<file path="config.mk">
export PLATFORM = sky130hd
export DESIGN_NAME = button_press_hold_qualifier
export DESIGN_NICKNAME = d
export VERILOG_FILES = /design/src/rtl/bphq_pkg.sv /design/src/rtl/bphq_cfg_regs.sv /design/src/rtl/bphq_core.sv /design/src/rtl/button_press_hold_qualifier.sv
export SDC_FILE = /design/constraint.sdc
export NUM_CORES = 1
export LEC_CHECK = 0
export BUFFER_PORTS_ARGS = -buffer_cell sky130_fd_sc_hd__buf_4
export CAP_MARGIN = 40
export CORE_MARGIN = 2
export CORE_UTILIZATION = 40
export DETAILED_ROUTE_END_ITERATION = 10
export GPL_ROUTABILITY_DRIVEN = 0
export PLACE_DENSITY = 0.62
export SLEW_MARGIN = 20
export SYNTH_ARGS = -nofsm -noshare
export SYNTH_HDL_FRONTEND = slang
export SYNTH_SLANG_ARGS = --single-unit
</file>
<file path="constraint.sdc">
create_clock -name clk -period 5.9 [get_ports clk]
set_input_delay 0.59 -clock clk [delete_from_list [all_inputs] [get_ports clk]]
set_output_delay 0.59 -clock clk [all_outputs]
set_load 0.1 [all_outputs]
</file>
<file path="src/rtl/bphq_pkg.sv">
package bphq_pkg;

  localparam int TIME_WIDTH = 32;
  localparam int NOW_W      = 32;
  localparam int CFG_W      = 16;
  localparam int CFG_IDX_W  = 2;

  localparam logic [CFG_IDX_W-1:0] CFG_DEBOUNCE = 2'd0;
  localparam logic [CFG_IDX_W-1:0] CFG_HOLD     = 2'd1;
  localparam logic [CFG_IDX_W-1:0] CFG_STUCK    = 2'd2;

  localparam logic [CFG_W-1:0] DEBOUNCE_RST = 16'd30;
  localparam logic [CFG_W-1:0] HOLD_RST     = 16'd75;
  localparam logic [CFG_W-1:0] STUCK_RST    = 16'd2000;

  typedef struct packed {
    logic [CFG_W-1:0] debounce_ms;
    logic [CFG_W-1:0] hold_ms;
    logic [CFG_W-1:0] stuck_ms;
  } cfg_t;

  typedef struct packed {
    logic toggle_state;
    logic press_event;
    logic held_flag;
    logic stuck_flag;
    logic press_latched;
  } res_t;

endpackage

</file>
<file path="src/rtl/bphq_cfg_regs.sv">
module bphq_cfg_regs (
  input  logic                               clk,
  input  logic                               rst_n,
  input  logic                               wr_en,
  input  logic [bphq_pkg::CFG_IDX_W-1:0]     wr_index,
  input  logic [bphq_pkg::CFG_W-1:0]         wr_data,
  output bphq_pkg::cfg_t                     cfg
);
  import bphq_pkg::*;

  cfg_t cfg_r;
  cfg_t cfg_nxt;

  always_comb begin
    cfg_nxt = cfg_r;
    if (wr_en) begin
      case (wr_index)
        CFG_DEBOUNCE: cfg_nxt.debounce_ms = wr_data;
        CFG_HOLD:     cfg_nxt.hold_ms     = wr_data;
        CFG_STUCK:    cfg_nxt.stuck_ms    = wr_data;
        default:      cfg_nxt = cfg_r;
      endcase
    end
  end

  always_ff @(posedge clk) begin
    if (!rst_n) begin
      cfg_r.debounce_ms <= DEBOUNCE_RST;
      cfg_r.hold_ms     <= HOLD_RST;
      cfg_r.stuck_ms    <= STUCK_RST;
    end else begin
      cfg_r <= cfg_nxt;
    end
  end

  assign cfg = cfg_r;

endmodule

</file>
<file path="src/rtl/bphq_core.sv">
module bphq_core (
  input  logic                                clk,
  input  logic                                rst_n,
  input  logic                                adv,
  input  logic                                pin_level,
  input  logic [bphq_pkg::TIME_WIDTH-1:0]     now,
  input  bphq_pkg::cfg_t                      cfg,
  output bphq_pkg::res_t                      res
);
  import bphq_pkg::*;

  logic                  latch_r,  latch_nxt;
  logic [TIME_WIDTH-1:0] edge_r,   edge_nxt;
  logic                  toggle_r, toggle_nxt;
  logic                  hold_r,   hold_nxt;
  logic                  stuck_r,  stuck_nxt;

  logic                  pressed;
  logic [TIME_WIDTH-1:0] elapsed;
  logic                  over_deb, over_hold, over_stuck;
  logic                  press_acc, rel_acc, hold_hit, stuck_hit;

  // wrapping elapsed time
  assign pressed    = !pin_level;
  assign elapsed    = now - edge_r;
  assign over_deb   = elapsed > TIME_WIDTH'(cfg.debounce_ms);
  assign over_hold  = elapsed > TIME_WIDTH'(cfg.hold_ms);
  assign over_stuck = elapsed > TIME_WIDTH'(cfg.stuck_ms);

  // a latched press can't be re-accepted, so hold/stuck see the old edge
  assign press_acc = pressed && !latch_r && over_deb;
  assign rel_acc   = !pressed && over_deb;
  assign hold_hit  = pressed && latch_r && over_hold && !over_stuck;
  assign stuck_hit = pressed && latch_r && over_stuck;

  always_comb begin
    latch_nxt  = latch_r;
    edge_nxt   = edge_r;
    hold_nxt   = hold_r;
    stuck_nxt  = stuck_r;
    toggle_nxt = toggle_r ^ (press_acc | hold_hit | stuck_hit);
    if (press_acc) begin
      latch_nxt = 1'b1;
      edge_nxt  = now;
    end
    if (rel_acc) begin
      latch_nxt = 1'b0;
      hold_nxt  = 1'b0;
      stuck_nxt = 1'b0;
      edge_nxt  = now;
    end
    if (hold_hit) begin
      hold_nxt = 1'b1;
    end
    if (stuck_hit) begin
      hold_nxt  = 1'b0;
      stuck_nxt = 1'b1;
    end
  end

  always_ff @(posedge clk) begin
    if (!rst_n) begin
      latch_r  <= 1'b0;
      edge_r   <= '0;
      toggle_r <= 1'b0;
      hold_r   <= 1'b0;
      stuck_r  <= 1'b0;
    end else if (adv) begin
      latch_r  <= latch_nxt;
      edge_r   <= edge_nxt;
      toggle_r <= toggle_nxt;
      hold_r   <= hold_nxt;
      stuck_r  <= stuck_nxt;
    end
  end

  assign res.toggle_state  = toggle_nxt;
  assign res.press_event   = press_acc;
  assign res.held_flag     = hold_nxt;
  assign res.stuck_flag    = stuck_nxt;
  assign res.press_latched = latch_nxt;

  a_event_latches: assert property (@(posedge clk) disable iff (!rst_n)
    (adv && press_acc) |-> latch_nxt)
    else $error("press event without latch");

  a_press_updates: assert property (@(posedge clk) disable iff (!rst_n)
    (adv && press_acc) |=> (latch_r && edge_r == $past(now)))
    else $error("accepted press did not latch edge");

  a_release_clears: assert property (@(posedge clk) disable iff (!rst_n)
    (adv && rel_acc) |=> (!latch_r && !hold_r && !stuck_r))
    else $error("accepted release did not clear flags");

endmodule

</file>
<file path="src/rtl/button_press_hold_qualifier.sv">
// An accepted input beat reaches its result beat through the input register,
// then the result register. Throughput: one poll per cycle while results are
// not stalled; the state update is a single 32-bit subtract plus three
// compares between the input and result registers.
// Reset (rst_n low, synchronous): state flags and edge time cleared,
// registers back to debounce 30, hold 75, stuck 2000 ms; no beat pending.
module button_press_hold_qualifier (
  input  logic                             clk,
  input  logic                             rst_n,
  input  logic                             in_valid,
  output logic                             in_stall,
  input  logic                             in_pin_level,
  input  logic [31:0]                      in_now_ms,
  output logic                             out_valid,
  input  logic                             out_stall,
  output logic                             out_toggle_state,
  output logic                             out_press_event,
  output logic                             out_held_flag,
  output logic                             out_stuck_flag,
  output logic                             out_press_latched,
  input  logic                             cfg_valid,
  output logic                             cfg_ready,
  input  logic [bphq_pkg::CFG_IDX_W-1:0]   cfg_index,
  input  logic [15:0]                      cfg_data
);
  import bphq_pkg::*;

  cfg_t                  cfg;
  res_t                  res;
  res_t                  res_r;
  logic                  out_valid_r;
  logic                  s1_valid_r;
  logic                  s1_pin_r;
  logic [TIME_WIDTH-1:0] s1_now_r;
  logic                  out_open;
  logic                  adv;
  logic                  in_fire;

  assign cfg_ready = 1'b1;
  assign out_open  = !out_valid_r || !out_stall;
  assign adv       = s1_valid_r && out_open;
  assign in_stall  = s1_valid_r && !out_open;
  assign in_fire   = in_valid && !in_stall;

  bphq_cfg_regs u_cfg (
    .clk      (clk),
    .rst_n    (rst_n),
    .wr_en    (cfg_valid && cfg_ready),
    .wr_index (cfg_index),
    .wr_data  (cfg_data),
    .cfg      (cfg)
  );

  bphq_core u_core (
    .clk       (clk),
    .rst_n     (rst_n),
    .adv       (adv),
    .pin_level (s1_pin_r),
    .now       (s1_now_r),
    .cfg       (cfg),
    .res       (res)
  );

  always_ff @(posedge clk) begin
    if (!rst_n) begin
      s1_valid_r <= 1'b0;
    end else if (!in_stall) begin
      s1_valid_r <= in_fire;
    end
  end

  always_ff @(posedge clk) begin
    if (in_fire) begin
      s1_pin_r <= in_pin_level;
      s1_now_r <= in_now_ms[TIME_WIDTH-1:0];
    end
  end

  always_ff @(posedge clk) begin
    if (!rst_n) begin
      out_valid_r <= 1'b0;
    end else if (out_open) begin
      out_valid_r <= s1_valid_r;
    end
  end

  always_ff @(posedge clk) begin
    if (adv) begin
      res_r <= res;
    end
  end

  assign out_valid         = out_valid_r;
  assign out_toggle_state  = res_r.toggle_state;
  assign out_press_event   = res_r.press_event;
  assign out_held_flag     = res_r.held_flag;
  assign out_stuck_flag    = res_r.stuck_flag;
  assign out_press_latched = res_r.press_latched;

  a_stall_cause: assert property (@(posedge clk) disable iff (!rst_n)
    in_stall |-> (s1_valid_r && out_valid_r && out_stall))
    else $error("input stalled without a blocked result");

endmodule

</file>
# Word level (Yosys, flattened, before mapping)
# Index checks and enable logic that the tools add are counted.
dict set report totals {
  mem_count 0
  rom_bits 0
  word_cells 59
  out_inout_bits 8
  latch_bits 0
  ramBits 0
  regBits 124
}
dict set report classes {
  n_div 0
  reduce_logical 24
  eq_ne 2
  add_sub_neg 1
  bitwise_logic 3
  mux 9
  order_cmp 3
  mul 0
  shift 0
}
# cell n
set ops {}
lappend ops {{greater-than comparator 32 x 16 -> 1 bit} 3}
lappend ops {{two-way mux 32 bit} 2}
lappend ops {{subtractor 32 bit} 1}
lappend ops {{logical AND 1 bit} 10}
lappend ops {{AND reduction 2 bit} 4}
lappend ops {{logical NOT 1 bit} 7}
lappend ops {{two-way mux 1 bit} 7}
lappend ops {{== test 2 x 1 -> 1 bit, second input constant} 1}
lappend ops {{== test 2 bit, second input constant} 1}
lappend ops {{logical NOT 2 bit} 1}
lappend ops {{bitwise OR 1 bit} 2}
lappend ops {{nonzero test 2 bit} 1}
lappend ops {{logical OR 1 bit} 1}
lappend ops {{bitwise XOR 1 bit} 1}

# Depth between registers and ports, before layout
dict set report depth {
  depth_word 7
  mapped_depth 25
  mapped_depth_nobuf 22
}

# Cells and area by module
# Synthesis repeated with hierarchy kept, for this count alone.
dict set report unflattened {
  hier_cells 954
  hier_area_um2 8378.0
}
# mod cells_each seq_area_each_um2 instances area_each_um2
set modules_own_cells {}
lappend modules_own_cells {bphq_core 715 720.7 1 5206.2}
lappend modules_own_cells {bphq_cfg_regs 191 960.9 1 1935.6}
lappend modules_own_cells {button_press_hold_qualifier 48 1181.1 1 1236.2}

# Worst setup path after synthesis
# OpenSTA, ideal clock, no wires.
dict set report synth_path {
  path_type {register -> register}
  from {register s1_now_r[4]}
  to {register u_core.edge_r[10]}
  required_time_ps 5780
  path_stages_with_launch 25
  path_slack_ps 1080
  synth_period_minus_slack_ps 4820
  arrival_ps 4700
  path_cell_list {edfxtp_1 -> ha_1 -> a21o_1 -> a31oi_1 -> nand2_1 -> and2_1 -> o21ai_0 -> nand2b_1 -> a21oi_1 -> o21bai_1 -> xor2_1 -> ha_1 -> a21o_1 -> a21o_1 -> a21oi_1 -> o21a_1 -> o221ai_1 -> o21ai_0 -> or4b_2 -> or4_1 -> buf_2 -> and3_4 -> buf_6 -> buf_6 -> mux2i_1}
}
dict set report synth_via {
  elab_chain_cells 5
  word_cells_on_any_way 7
  cone_classes {add/sub: 1; order compare: 1; mux: 1; reduce/logical: 4}
}
# item line
set synth_lines {}
lappend synth_lines {{start: declaration} button_press_hold_qualifier.sv:34} ;# logic [TIME_WIDTH-1:0] s1_now_r;
lappend synth_lines {{start signal: assignment} button_press_hold_qualifier.sv:75} ;# s1_now_r <= in_now_ms[TIME_WIDTH-1:0];
lappend synth_lines {{subtractor 32 bit *} bphq_core.sv:25} ;# assign elapsed = now - edge_r;
lappend synth_lines {{greater-than comparator 32 x 16 -> 1 bit *} bphq_core.sv:26} ;# assign over_deb = elapsed > TIME_WIDTH'(cfg.debounce_ms);
lappend synth_lines {{logical AND 1 bit (on tied branches)} {bphq_core.sv:32, bphq_core.sv:31}}
lappend synth_lines {{nonzero test 2 bit (no line)} -}
lappend synth_lines {{AND reduction 2 bit (no line)} -}
lappend synth_lines {{end signal: assignment} bphq_core.sv:70} ;# edge_r <= edge_nxt;
lappend synth_lines {{end: declaration} bphq_core.sv:13} ;# logic [TIME_WIDTH-1:0] edge_r, edge_nxt;
# Mark *: on every way between the ends. The rest lies on a longest branch, timed or not.
# A chain may end at the register's enable or synchronous reset.

# Final worst setup path
dict set report layout_path {
  from {register s1_now_r[4]}
  to {register u_core.edge_r[3]}
}
# Same word-level chain as after synthesis.

==> metrics.csv <==
stage;metric;value;unit
status;status;complete, no violations;
critical_path;Worst path most repeated cell;a21o_1;
grt;GRT Util Overall;0.186;
yosys;Syn Area/Cell;8.53;um^2
finish;most common cell after layout, fill and taps aside;nand2_1;
die;Die Area;20800;um^2
clocking;postcts setup bufs;0;
clocking;H-tree depth;4;
placed_design;port bufs;62;
power_and_ir_drop;power share of the combinational group;0.246;
placed_design;placed wire-length estimate;13900;um
yosys;Synth Flop Type;dfxtp_1;
clocking;cts hold-fix bufs;0;
critical_path;Crit path buffers/inverters;0;
finish;# diodes;0;
clocking;Clock Tree Root;clkbuf_16;
critical_path;CP required;6.18;ns
yosys;gate count of the mapped netlist;921;
critical_path;Arr. time, crit path;5.72;ns
finish;Largest register FFs;48;
timing;min Tclk post-route;5.43;ns
finish;final core utilization;0.468;
yosys;mapped cell area;7860;um^2
timing;Final setup viols;0;
routing;post-route ant nets;0;
grt;first-pass GRT wire length;30300;um
routing;DR WL/cell;14.8;um
timing;maximum clock frequency;0.184;GHz
critical_path;CP max-delay cell;or4b_2;
clocking;worst skew pair latency;0.43;ns
routing;routed vias/inst;5.15;
die;Boundary Pins;64;
critical_path;CP top delay family;simple AND/OR/NAND/NOR gates;
grt;largest net degree at the start of global routing;62;
worst_hold_path;hold path startpoint;in_now_ms[13];
power_and_ir_drop;sw power;0.000783;W
routing;vias after detailed routing;6397;
critical_path;highest cell delay on the worst timing path;0.60;ns
yosys;EDFF count, synth;38;
clocking;CTS clk-pin slew, worst paths;0.06;ns
die;starting density of the core;0.406;
timing;RSZ-0062 raised after global routing;no;
clocking;TritonCTS buffer count;17;
critical_path;endpoint type of the worst setup path;flop;
die;Rows;51;
power_and_ir_drop;Reg power frac;0.374;
timing;worst clock skew;0.00922;ns
clocking;PostCTS Resize Cnt;0;
timing;setup TNS;0;ns
timing;relative slew slack;0.453;
grt;initial antenna violation count;0;
critical_path;RR Startpoint;s1_now_r[4];
critical_path;startpoint types;flop;
yosys;Yosys warnings;0;
yosys;#FFs+latches synth;124;
grt;vias in the first global route;5938;
power_and_ir_drop;Int Power;0.00174;W
die;core area;19300;um^2
yosys;Syn Nets;1057;
finish;leading cell types in the layout, fill and taps excluded;nand2_1, inv_1, dfxtp_1;
yosys;fraction of the yosys area taken by sequential cells;0.364;
timing;Final Hold Viols;0;
finish;area grow syn2layout;15.2;%
routing;DRC;0;
power_and_ir_drop;switching share of power;0.310;
power_and_ir_drop;leakage;3.59;nW
timing;final worst path period share;0.921;
timing;Slew @ Worst Pin;0.821;ns
power_and_ir_drop;pwr dens;279;nW/um^2
clocking;CTS tree;done;
critical_path;crit-path max FO;32;
run;max_cap viols;0;
routing;final wirelength;18400;um
finish;Fill cells;1865;
critical_path;CP Cell Sequence;ha_1 > a21o_1 > a31oi_1 > nand2_1 > and2_1 > o21ai_0 > nand2b_1 > a21oi_1 > o21bai_1 > xor2_1 > ha_1 > a21o_1 > a21o_1 > a21oi_1 > o21a_1 > o221ai_1 > o21ai_0 > or4b_2 > or4_1 > and3_4 > mux2i_1;
clocking;Num Clock Sinks;124;
finish;fin nets;1100;
worst_hold_path;Hold Path Class;input pin to flop;
clocking;clock tree buffer depth;2;
finish;layout cell share with drive strength beyond 1;0.110;
die;Die X;144;um
critical_path;launch point of the worst path;s1_now_r[4];
routing;number of DRC markers in iteration 0;395;
yosys;async set-reset flop share out of synthesis;0;
routing;TritonRoute pass-1 iters;5;
power_and_ir_drop;Clk pwr share;0.380;
die;Die H;144;um
grt;grt ovf;0;
yosys;Yosys cell types;71;
power_and_ir_drop;Peak VDD IR;0.205;mV
timing;Final Max Slew Viols;0;
critical_path;CP Class;flop to flop;
## logic make-up (layout without fill, tap and decap cells)
| family | after synthesis | in the layout | share of synthesized area |
|---|---|---|---|
| other | 1 | 1 | 0.000477 |
| flip-flops | 124 | 124 | 0.364 |
| AO/OA/AOI/OAI | 214 | 214 | 0.188 |
| XOR/XNOR | 22 | 22 | 0.0245 |
| multiplexers | 34 | 34 | 0.0433 |
| buffers and inverters | 129 | 185 | 0.0675 |
| adder cells (fa/ha/maj) | 80 | 80 | 0.128 |
| AND/OR/NAND/NOR | 317 | 317 | 0.183 |
## metrics by stage
step	worst slack, ns	instances	instance area (um^2)	power [W]	hold slack [ns]
6_report	0.467	1242	9050	0.00253	0.335
5_1_grt	0.147	1242	9050	0.00267	0.315
4_1_cts	0.505	1242	9050	0.00255	0.321
3_5_place_dp	0.527	1210	8510	0.00158	0.450
3_3_place_gp	0.655	1208	8480	0.00157	0.442
2_1_floorplan	1.08	921	7860	0.00141	0.435
## power groups by stage
stage | Sequential, W | Combinational (W) | Clock (W)
final | 0.000945 | 0.000621 | 0.000960
after global placement | 0.000963 | 0.000605 | 0
after floorplan | 0.000971 | 0.000438 | 0
after global routing | 0.000950 | 0.000701 | 0.00102
after CTS | 0.000946 | 0.000618 | 0.000982
after detailed placement | 0.000963 | 0.000614 | 0
## layer usage
metal | part of all wire | vias to the layer above | global-route usage
met3 | 0.041 | 20 | 0.0424
met4 | 0.013 | 0 | 0.0583
met1 | 0.50 | 2941 | 0.258
met5 | 0 | - | 0
li1 | - | 3326 | -
met2 | 0.45 | 110 | 0.289
## worst paths after layout
check                            to  cells past startpoint  slack, ns
setup / recovery   u_core.edge_r[3]                     21       0.47
hold / removal         s1_now_r[13]                      1       0.34
setup reg to reg   u_core.edge_r[3]                     21       0.47
hold reg to reg   u_core.edge_r[11]                      2       0.46
## area by class of cell
class / instances / area (um^2) / share of cell area
clock buffer: 18 / 429 / 0.0474
clock inverter: 14 / 105 / 0.0116
inverter: 86 / 323 / 0.0357
multi-input combinational: 668 / 4480 / 0.495
sequential: 124 / 2860 / 0.316
tap: 265 / 332 / 0.0366
timing repair buffer: 67 / 519 / 0.0574
## cell usage after synthesis, types with 14 or more instances
library cell | number | area share
o21ai_0 | 21 | 0.013
edfxtp_1 | 38 | 0.15
xnor2_1 | 14 | 0.016
nor2_1 | 38 | 0.018
nand4_1 | 25 | 0.020
a21boi_0 | 35 | 0.033
nand2_1 | 186 | 0.089
ha_1 | 79 | 0.13
clkbuf_1 | 33 | 0.016
inv_1 | 86 | 0.041
o211ai_1 | 19 | 0.018
dfxtp_1 | 86 | 0.22
mux2i_1 | 34 | 0.043
a21oi_1 | 45 | 0.029
a21o_1 | 20 | 0.019
Power figures use the tool's default switching activity.
